## config.mk

```make
export PLATFORM = sky130hd
export DESIGN_NAME = prs_controller
export DESIGN_NICKNAME = d
export VERILOG_FILES = /design/src/rtl/polyline_resample_step_macros.svh /design/src/rtl/prs_pkg.sv /design/src/rtl/prs_controller.sv
export SDC_FILE = /design/constraint.sdc
export NUM_CORES = 1
export LEC_CHECK = 0
export BUFFER_PORTS_ARGS = -buffer_cell sky130_fd_sc_hd__clkbuf_2
export CAP_MARGIN = 20
export CORE_ASPECT_RATIO = 1.2
export CORE_UTILIZATION = 45
export CTS_BUF_LIST = sky130_fd_sc_hd__clkbuf_2 sky130_fd_sc_hd__clkbuf_4 sky130_fd_sc_hd__clkbuf_8
export CTS_CLUSTER_DIAMETER = 150
export DETAILED_ROUTE_END_ITERATION = 10
export SLEW_MARGIN = 10
export SYNTH_ARGS = -nofsm -noshare
export SYNTH_HDL_FRONTEND = slang
export SYNTH_SLANG_ARGS = --single-unit
```

## constraint.sdc

```tcl
create_clock -name clock -period 3.2 [get_ports clock]
set_clock_uncertainty 0.15 [all_clocks]
set_input_delay 0.32 -clock clock [delete_from_list [all_inputs] [get_ports clock]]
set_output_delay 0.32 -clock clock [all_outputs]
set_load 0.1 [all_outputs]
```

## src/rtl/polyline_resample_step_macros.svh

```systemverilog
// ----------------------------------------------------------------------------
// polyline_resample_step_macros.svh
// Assertion macros used by the polyline resampler top level.
// ----------------------------------------------------------------------------
`ifndef POLYLINE_RESAMPLE_STEP_MACROS_SVH
`define POLYLINE_RESAMPLE_STEP_MACROS_SVH

// same-cycle implication
`define PRS_ASSERT_IMP(label, clk, rst, ante, cons, msg) \
   label: assert property (@(posedge clk) disable iff (rst) (ante) |-> (cons)) \
      else $error(msg);

// next-cycle implication
`define PRS_ASSERT_NXT(label, clk, rst, ante, cons, msg) \
   label: assert property (@(posedge clk) disable iff (rst) (ante) |=> (cons)) \
      else $error(msg);

`endif

```

## src/rtl/prs_pkg.sv

```systemverilog
// ----------------------------------------------------------------------------
// prs_pkg
// Shared types, constants and width helpers of the polyline resampler.
// ----------------------------------------------------------------------------
package prs_pkg;

   localparam int STEP_BITS = 16;
   localparam int OUT_BITS  = 32;
   localparam logic [STEP_BITS-1:0] STEP_RESET = 16'd2;

   typedef enum logic [1:0] {
      MUL_SQUARE,   // |d| * |d|
      MUL_CROSS,    // |d| * |jump|
      MUL_JUMP      // |jump| * |jump|
   } mul_sel_type;

   typedef struct packed {
      logic        load;
      logic        mul_start;
      mul_sel_type mul_sel;
      logic        mul_step;
      logic        root_start;
      logic        root_step;
      logic        div_start;
      logic        div_step;
      logic        walk_start;
      logic        walk_step;
      logic        trace_step;
      logic        out_point;
      logic        out_vertex;
   } prs_cmd_type;

   typedef struct packed {
      logic seg;       // vertex closes a nonzero segment
      logic last;      // vertex ends the polyline
      logic near_end;  // squared distance to end within squared step
   } prs_status_type;

   function automatic int root_bits(int cb, int fb);
      return cb + 2 + fb;
   endfunction

   function automatic int quot_bits(int fb);
      return STEP_BITS + 1 + fb;
   endfunction

   function automatic int mul_bits(int cb, int fb);
      return ((cb + 1) > quot_bits(fb)) ? (cb + 1) : quot_bits(fb);
   endfunction

   function automatic int num_bits(int cb, int fb);
      return cb + 1 + STEP_BITS + 2 * fb;
   endfunction

endpackage

```

## src/rtl/prs_controller.sv

```systemverilog
// ----------------------------------------------------------------------------
// prs_controller
// Sequencer of the resampler: phase timing, point count and output stage.
// ----------------------------------------------------------------------------
module prs_controller import prs_pkg::*; #(
   parameter int COORD_BITS = 32,
   parameter int FRAC_BITS  = 16,
   parameter int MAX_POINTS = 64
) (
   input  logic           clock,
   input  logic           reset,
   input  logic           req_valid,
   output logic           req_ready,
   output logic           rsp_valid,
   input  logic           rsp_ready,
   output logic           rsp_run_end,
   output logic           rsp_truncated,
   input  prs_status_type status,
   output prs_cmd_type    cmd
);

   localparam int MW   = mul_bits(COORD_BITS, FRAC_BITS);
   localparam int LW   = root_bits(COORD_BITS, FRAC_BITS);
   localparam int NUMW = num_bits(COORD_BITS, FRAC_BITS);
   localparam int CTW  = $clog2(NUMW + 1);
   localparam int KW   = $clog2(MAX_POINTS + 1);
   localparam logic [CTW-1:0] MUL_END  = CTW'(MW);
   localparam logic [CTW-1:0] ROOT_END = CTW'(LW);
   localparam logic [CTW-1:0] DIV_END  = CTW'(NUMW);

   typedef enum logic [3:0] {
      S_IDLE, S_CHECK, S_SQUARE, S_ROOT, S_DIVIDE, S_CROSS, S_JUMP,
      S_COUNT, S_EMIT, S_FINAL
   } state_type;

   state_type      state_ff, state_in;
   logic [CTW-1:0] cyc_ff, cyc_in;
   logic [KW-1:0]  cnt_ff, cnt_in, idx_ff, idx_in, cap;
   logic           cut_ff, cut_in;
   logic           rsp_valid_ff, rsp_valid_in;
   logic           run_end_ff, run_end_in;
   logic           trunc_ff, trunc_in;
   logic           slot_free;

   always_comb begin
      state_in     = state_ff;
      cyc_in       = cyc_ff;
      cnt_in       = cnt_ff;
      idx_in       = idx_ff;
      cut_in       = cut_ff;
      rsp_valid_in = rsp_valid_ff && !rsp_ready;
      run_end_in   = run_end_ff;
      trunc_in     = trunc_ff;
      cmd          = '0;
      slot_free    = !rsp_valid_ff || rsp_ready;
      cap          = KW'(MAX_POINTS) - KW'(status.last);
      case (state_ff)
         S_IDLE: begin
            if (req_valid) begin
               cmd.load = 1'b1;
               cut_in   = 1'b0;
               cyc_in   = '0;
               state_in = S_CHECK;
            end
         end
         S_CHECK: begin
            if (status.seg)       state_in = S_SQUARE;
            else if (status.last) state_in = S_FINAL;
            else                  state_in = S_IDLE;
         end
         S_SQUARE, S_CROSS, S_JUMP: begin
            cmd.mul_sel = (state_ff == S_SQUARE) ? MUL_SQUARE :
                          (state_ff == S_CROSS)  ? MUL_CROSS  : MUL_JUMP;
            if (cyc_ff == '0) cmd.mul_start = 1'b1;
            else              cmd.mul_step  = 1'b1;
            cyc_in = cyc_ff + 1'b1;
            if (cyc_ff == MUL_END) begin
               cyc_in   = '0;
               state_in = (state_ff == S_SQUARE) ? S_ROOT :
                          (state_ff == S_CROSS)  ? S_JUMP : S_COUNT;
            end
         end
         S_ROOT: begin
            if (cyc_ff == '0) cmd.root_start = 1'b1;
            else              cmd.root_step  = 1'b1;
            cyc_in = cyc_ff + 1'b1;
            if (cyc_ff == ROOT_END) begin
               cyc_in   = '0;
               state_in = S_DIVIDE;
            end
         end
         S_DIVIDE: begin
            if (cyc_ff == '0) cmd.div_start = 1'b1;
            else              cmd.div_step  = 1'b1;
            cyc_in = cyc_ff + 1'b1;
            if (cyc_ff == DIV_END) begin
               cyc_in   = '0;
               state_in = S_CROSS;
            end
         end
         S_COUNT: begin
            if (cyc_ff == '0) begin
               cmd.walk_start = 1'b1;
               cnt_in         = '0;
               cyc_in         = CTW'(1);
            end else if (cnt_ff >= cap) begin
               cut_in   = 1'b1;
               idx_in   = '0;
               cyc_in   = '0;
               state_in = S_EMIT;
            end else begin
               cnt_in = cnt_ff + 1'b1;
               if (status.near_end) begin
                  idx_in   = '0;
                  cyc_in   = '0;
                  state_in = S_EMIT;
               end else begin
                  cmd.walk_step = 1'b1;
               end
            end
         end
         S_EMIT: begin
            if (slot_free) begin
               cmd.out_point  = 1'b1;
               cmd.trace_step = 1'b1;
               rsp_valid_in   = 1'b1;
               run_end_in     = (idx_ff == cnt_ff - 1'b1) && !status.last;
               trunc_in       = cut_ff;
               idx_in         = idx_ff + 1'b1;
               if (idx_ff == cnt_ff - 1'b1)
                  state_in = status.last ? S_FINAL : S_IDLE;
            end
         end
         S_FINAL: begin
            if (slot_free) begin
               cmd.out_vertex = 1'b1;
               rsp_valid_in   = 1'b1;
               run_end_in     = 1'b1;
               trunc_in       = cut_ff;
               state_in       = S_IDLE;
            end
         end
         default: begin
            state_in = S_IDLE;
         end
      endcase
   end

   always_ff @(posedge clock) begin
      if (reset) begin
         state_ff     <= S_IDLE;
         cyc_ff       <= '0;
         cnt_ff       <= '0;
         idx_ff       <= '0;
         cut_ff       <= 1'b0;
         rsp_valid_ff <= 1'b0;
         run_end_ff   <= 1'b0;
         trunc_ff     <= 1'b0;
      end else begin
         state_ff     <= state_in;
         cyc_ff       <= cyc_in;
         cnt_ff       <= cnt_in;
         idx_ff       <= idx_in;
         cut_ff       <= cut_in;
         rsp_valid_ff <= rsp_valid_in;
         run_end_ff   <= run_end_in;
         trunc_ff     <= trunc_in;
      end
   end

   assign req_ready     = (state_ff == S_IDLE);
   assign rsp_valid     = rsp_valid_ff;
   assign rsp_run_end   = run_end_ff;
   assign rsp_truncated = trunc_ff;

endmodule
```

* Word-level counts from Yosys, hierarchy flattened *
Index checks and enable logic that the tools add are counted.

storage, ports and cells
  flip-flop bits (word level) = 29
  bits of input ports = 7
  output and inout port bits = 18
  word-level logic and storage cells = 114

cells by class
  add/subtract/negate cells = 5
  $lt $le $gt $ge = 1
  equal/unequal tests = 25
  mux-type cells = 54
  reduce and logical (&&, ||, !) cells = 21

operator list
  operator                                              count
  two-way mux 7 bit                                     11
  two-way mux 4 bit                                     13
  case mux 7 bit (5 select lines)                       1
  case mux 4 bit (8 select lines)                       1
  adder 7 x 1 -> 7 bit (second input constant)          3
  != test 2 bit (second input constant)                 10
  two-way mux 1 bit                                     17
  equality test 4 x 3 -> 1 bit (second input constant)  4
  equality test 7 x 6 -> 1 bit (second input constant)  2
  two-way mux 2 bit                                     7
  case mux 7 bit (2 select lines)                       1
  AND reduction 9 bit                                   1
  equality test 4 x 2 -> 1 bit (second input constant)  2
  equality test 4 bit (second input constant)           2
  AND reduction 4 bit                                   2
  equality test 7 bit                                   1
  equality test 7 bit (second input constant)           1
  >= comparator 7 bit                                   1
  logical NOT 7 bit                                     1
  subtractor 7 x 1 -> 7 bit (first input constant)      1
  subtractor 7 x 1 -> 7 bit (second input constant)     1
  AND reduction 3 bit                                   2
  nonzero test 2 bit                                    3
  nonzero test 5 bit                                    1
  other kinds (12)                                      17

* Depth between registers and ports, before layout *
  word-level depth = 5
  mapped depth = 9
  gate-level depth less buffers = 8

* Worst setup path after synthesis *
No wires, ideal clock.

  path type = reg-to-output
  start = register state_ff[2]
  end = output port cmd[12] (netlist name)
  arrival time = 5192 ps
  data required time = 2730 ps
  setup slack = -2462 ps
  cell stages (with the launch flop) = 5
  path buffers = 1
  path through = dfxtp_1 clkbuf_1 nor4bb_1 nor2_1 nor2_1

RTL lines
  element                   line                   text
  start: declaration        prs_controller.sv:36   state_type state_ff, state_in;
  start signal: assignment  prs_controller.sv:160  state_ff <= state_in;
  end: declaration          prs_controller.sv:19   output prs_cmd_type cmd

==> flow_summary_export.csv <==
group,metric,value,unit
status,status,"finished clean",
floorplan,start_util,47.1,%
finish,nets,296,
sta,period_needed,2.88,ns
power,power.leakage,0.000964,uW
global_route,grt.overflow.total,0,
sta,final-setup-viol-count,0,
floorplan,coreArea,4290,sq um
floorplan,num_io_pins,25,
power,vdd_drop_max,0.799,mV
power,switching_share,49.5,%
drt,drc,0,
drt,wirelength,5.01,mm
yosys,ys.flop_type,"dfxtp_1",
finish,area_growth,15.5,%
job,max_cap_viol_count,0,
clock_tree,htree_levels,2,
drt,routedWlPerCell,15.1,um
clock_tree,post_cts_resized,0,
setup_path,critical_path_peak_fanout,9,
yosys,synth.yosys.warnings,0,
clock_tree,cts-root-buf,"clkbuf_8",
finish,layout_common_cells,"dfxtp_1, nor2_1, clkbuf_2, a21oi_1, nand2_1",
power,clkPwrFrac,20.3,%
global_route,grt_pass1_wl,8.06,mm
hold_path,min_path_type,"in2reg",
setup_path,end_kind,"primary output",
yosys,synth_nets,272,
sta,slew_violations,0,
yosys,ys_seq_elements,29,
finish,final_layout_size_suffix_gt1_share,19.2,%
setup_path,slowest_stage,"or4_4",
drt,detail-route-antenna-nets,0,
sta,fin_ws,0.322,ns
yosys,syn_area,2020,sq um
global_route,antenna_found_initial,0,
setup_path,slowest_delay,0.56,ns
power,switchingPower,743,uW
floorplan,die_h,75.4,um
global_route,grt.total_usage,22.4,%
sta,tightestPinTransition,0.683,ns
drt,viasPerCell,5.60,
floorplan,die_w,63.2,um
sta,relSlewSlack,54.2,%
place,routabilityCongestion,0.783,
global_route,first_global_vias,1616,
clock_tree,numCtsBuffers,5,
floorplan,rows,26,
finish,final_common_cell,"dfxtp_1",
clock_tree,postCtsSetupBuffers,0,
yosys,synth_edf_count,0,
global_route,grt_max_degree,20,
setup_path,critical_path.cell_chain,"or4_4 -> or3b_1 -> nor2_2 -> clkbuf_2",
clock_tree,cts.clk_slew.worst_paths,0.06,ns
yosys,synth.distinct_cells,58,
power,p_seq_share,29.4,%
place,place_ws,0.333,ns
place,hpwl,3.72,mm
sta,clock.fmax,347,MHz
setup_path,crit_type,"reg2out",
floorplan,dieArea,4760,sq um
sta,final-hold-violation-count,0,
finish,n_antenna_cell,0,
power,power_density,643,nW/um^2
sta,setup-tns-final,0,ns
power,combPwrFrac,50.3,%
yosys,postSynth.asyncResetShare,0,%
clock_tree,tritoncts,"done",
place,portBuffers,24,
clock_tree,ctsHoldBuffers,0,
clock_tree,cts_max_path_buffers,2,
setup_path,start_kind,"register",
clock_tree,insertion_delay,0.28,ns
yosys,ys_seq_area_share,28.7,%
sta,rsz0062_at_grt,"false",
drt,drt_first_pass_iters,4,
yosys,synth_area_per_cell,8.05,sq um
power,p_int,758,uW
sta,fin_crit_sh,89.9,%
clock_tree,cts_num_sinks,29,
sta,hold_ws,0.274,ns
drt,drtIter0Drc,90,
yosys,synthCells,251,
setup_path,worstPathRequired,2.73,ns
setup_path,arrival,2.41,ns
drt,vias,1860,
per-layer routing:
layer	track usage, %	vias up	share of wire (%)
li1	-	959	-
met1	27.8	865	48
met2	38.7	31	48
met3	3.74	5	2.8
met4	9.85	0	1.6
met5	0	-	0
registers in the layout, summed over array words and instances (netlist names):
name	cells
rsp_truncated	1
cyc_ff	7
cnt_ff	7
cut_ff	1
rsp_run_end	1
rsp_valid	1
state_ff	4
idx_ff	7
logic make-up (layout without fill, tap and decap cells):
logic type,count (synthesis),after routing,synth area share [%]
flip-flops,29,29,28.7
XOR/XNOR,16,16,6.93
adder cells (fa/ha/maj),14,14,8.67
buffers and inverters,27,52,5.63
multiplexers,4,4,1.98
AO/OA/AOI/OAI,66,66,23.2
AND/OR/NAND/NOR,95,95,24.8
per-stage QoR:
| stage | instances | cell area (sq um) | util, % | power (uW) |
|---|---|---|---|---|
| 2_1_floorplan | 251 | 2070 | - | 1080 |
| 3_3_place_gp | 324 | 2250 | 52.4 | 1210 |
| 3_5_place_dp | 324 | 2250 | 52.4 | 1200 |
| 4_1_cts | 332 | 2330 | 54.4 | 1510 |
| 5_1_grt | 332 | 2330 | 54.4 | 1590 |
| 6_report | 332 | 2330 | 54.4 | 1500 |
critical path, delay by kind of cell (launching register included):
family | cells | cell delay (ns)
buf+inv | 1 | 0.46
flops | 1 | 0.36
simple gates | 3 | 1.29
power by group through the flow:
stage	clock network [uW]	registers, uW	logic, uW
after floorplan	0	436	640
after global placement	0	449	760
after detailed placement	0	449	755
after CTS	315	440	758
after global routing	329	447	815
final	304	441	756
final timing paths:
path	startpoint	endpoint	slack, ns	cells after the start
max	cyc_ff[4]$_SDFFE_PP0P_	cmd[4]	0.32	4
min	req_valid	cut_ff$_SDFFE_PP0P_	0.27	3
max reg2reg	cnt_ff[0]$_SDFFE_PP0P_	cnt_ff[6]$_SDFFE_PP0P_	0.45	9
min reg2reg	cut_ff$_SDFFE_PP0P_	rsp_truncated$_SDFFE_PP0P_	0.31	2
synth_stat cells, drive strengths merged, types with 6 or more instances:
| library cell | n | area [sq um] |
|---|---|---|
| o21ai | 6 | 33.8 |
| nand3 | 8 | 40.0 |
| nand2 | 16 | 60.1 |
| dfxtp | 29 | 581 |
| a21oi | 20 | 100 |
| nor2 | 29 | 109 |
| ha | 14 | 175 |
| nor3 | 8 | 45.0 |
| xor2 | 10 | 87.6 |
| inv | 14 | 52.6 |
| xnor2 | 6 | 52.6 |
| clkbuf | 10 | 37.5 |
area by class of cell:
class / instances / area [sq um]
Sequential cell: 29 / 581
Timing Repair Buffer: 30 / 165
Clock inverter: 2 / 10.0
Inverter: 14 / 52.6
Clock buffer: 6 / 76.3
Tap cell: 56 / 70.1
Fill cell: 450 / 1960
Multi-Input combinational cell: 195 / 1380
Power figures use the tool's default switching activity.
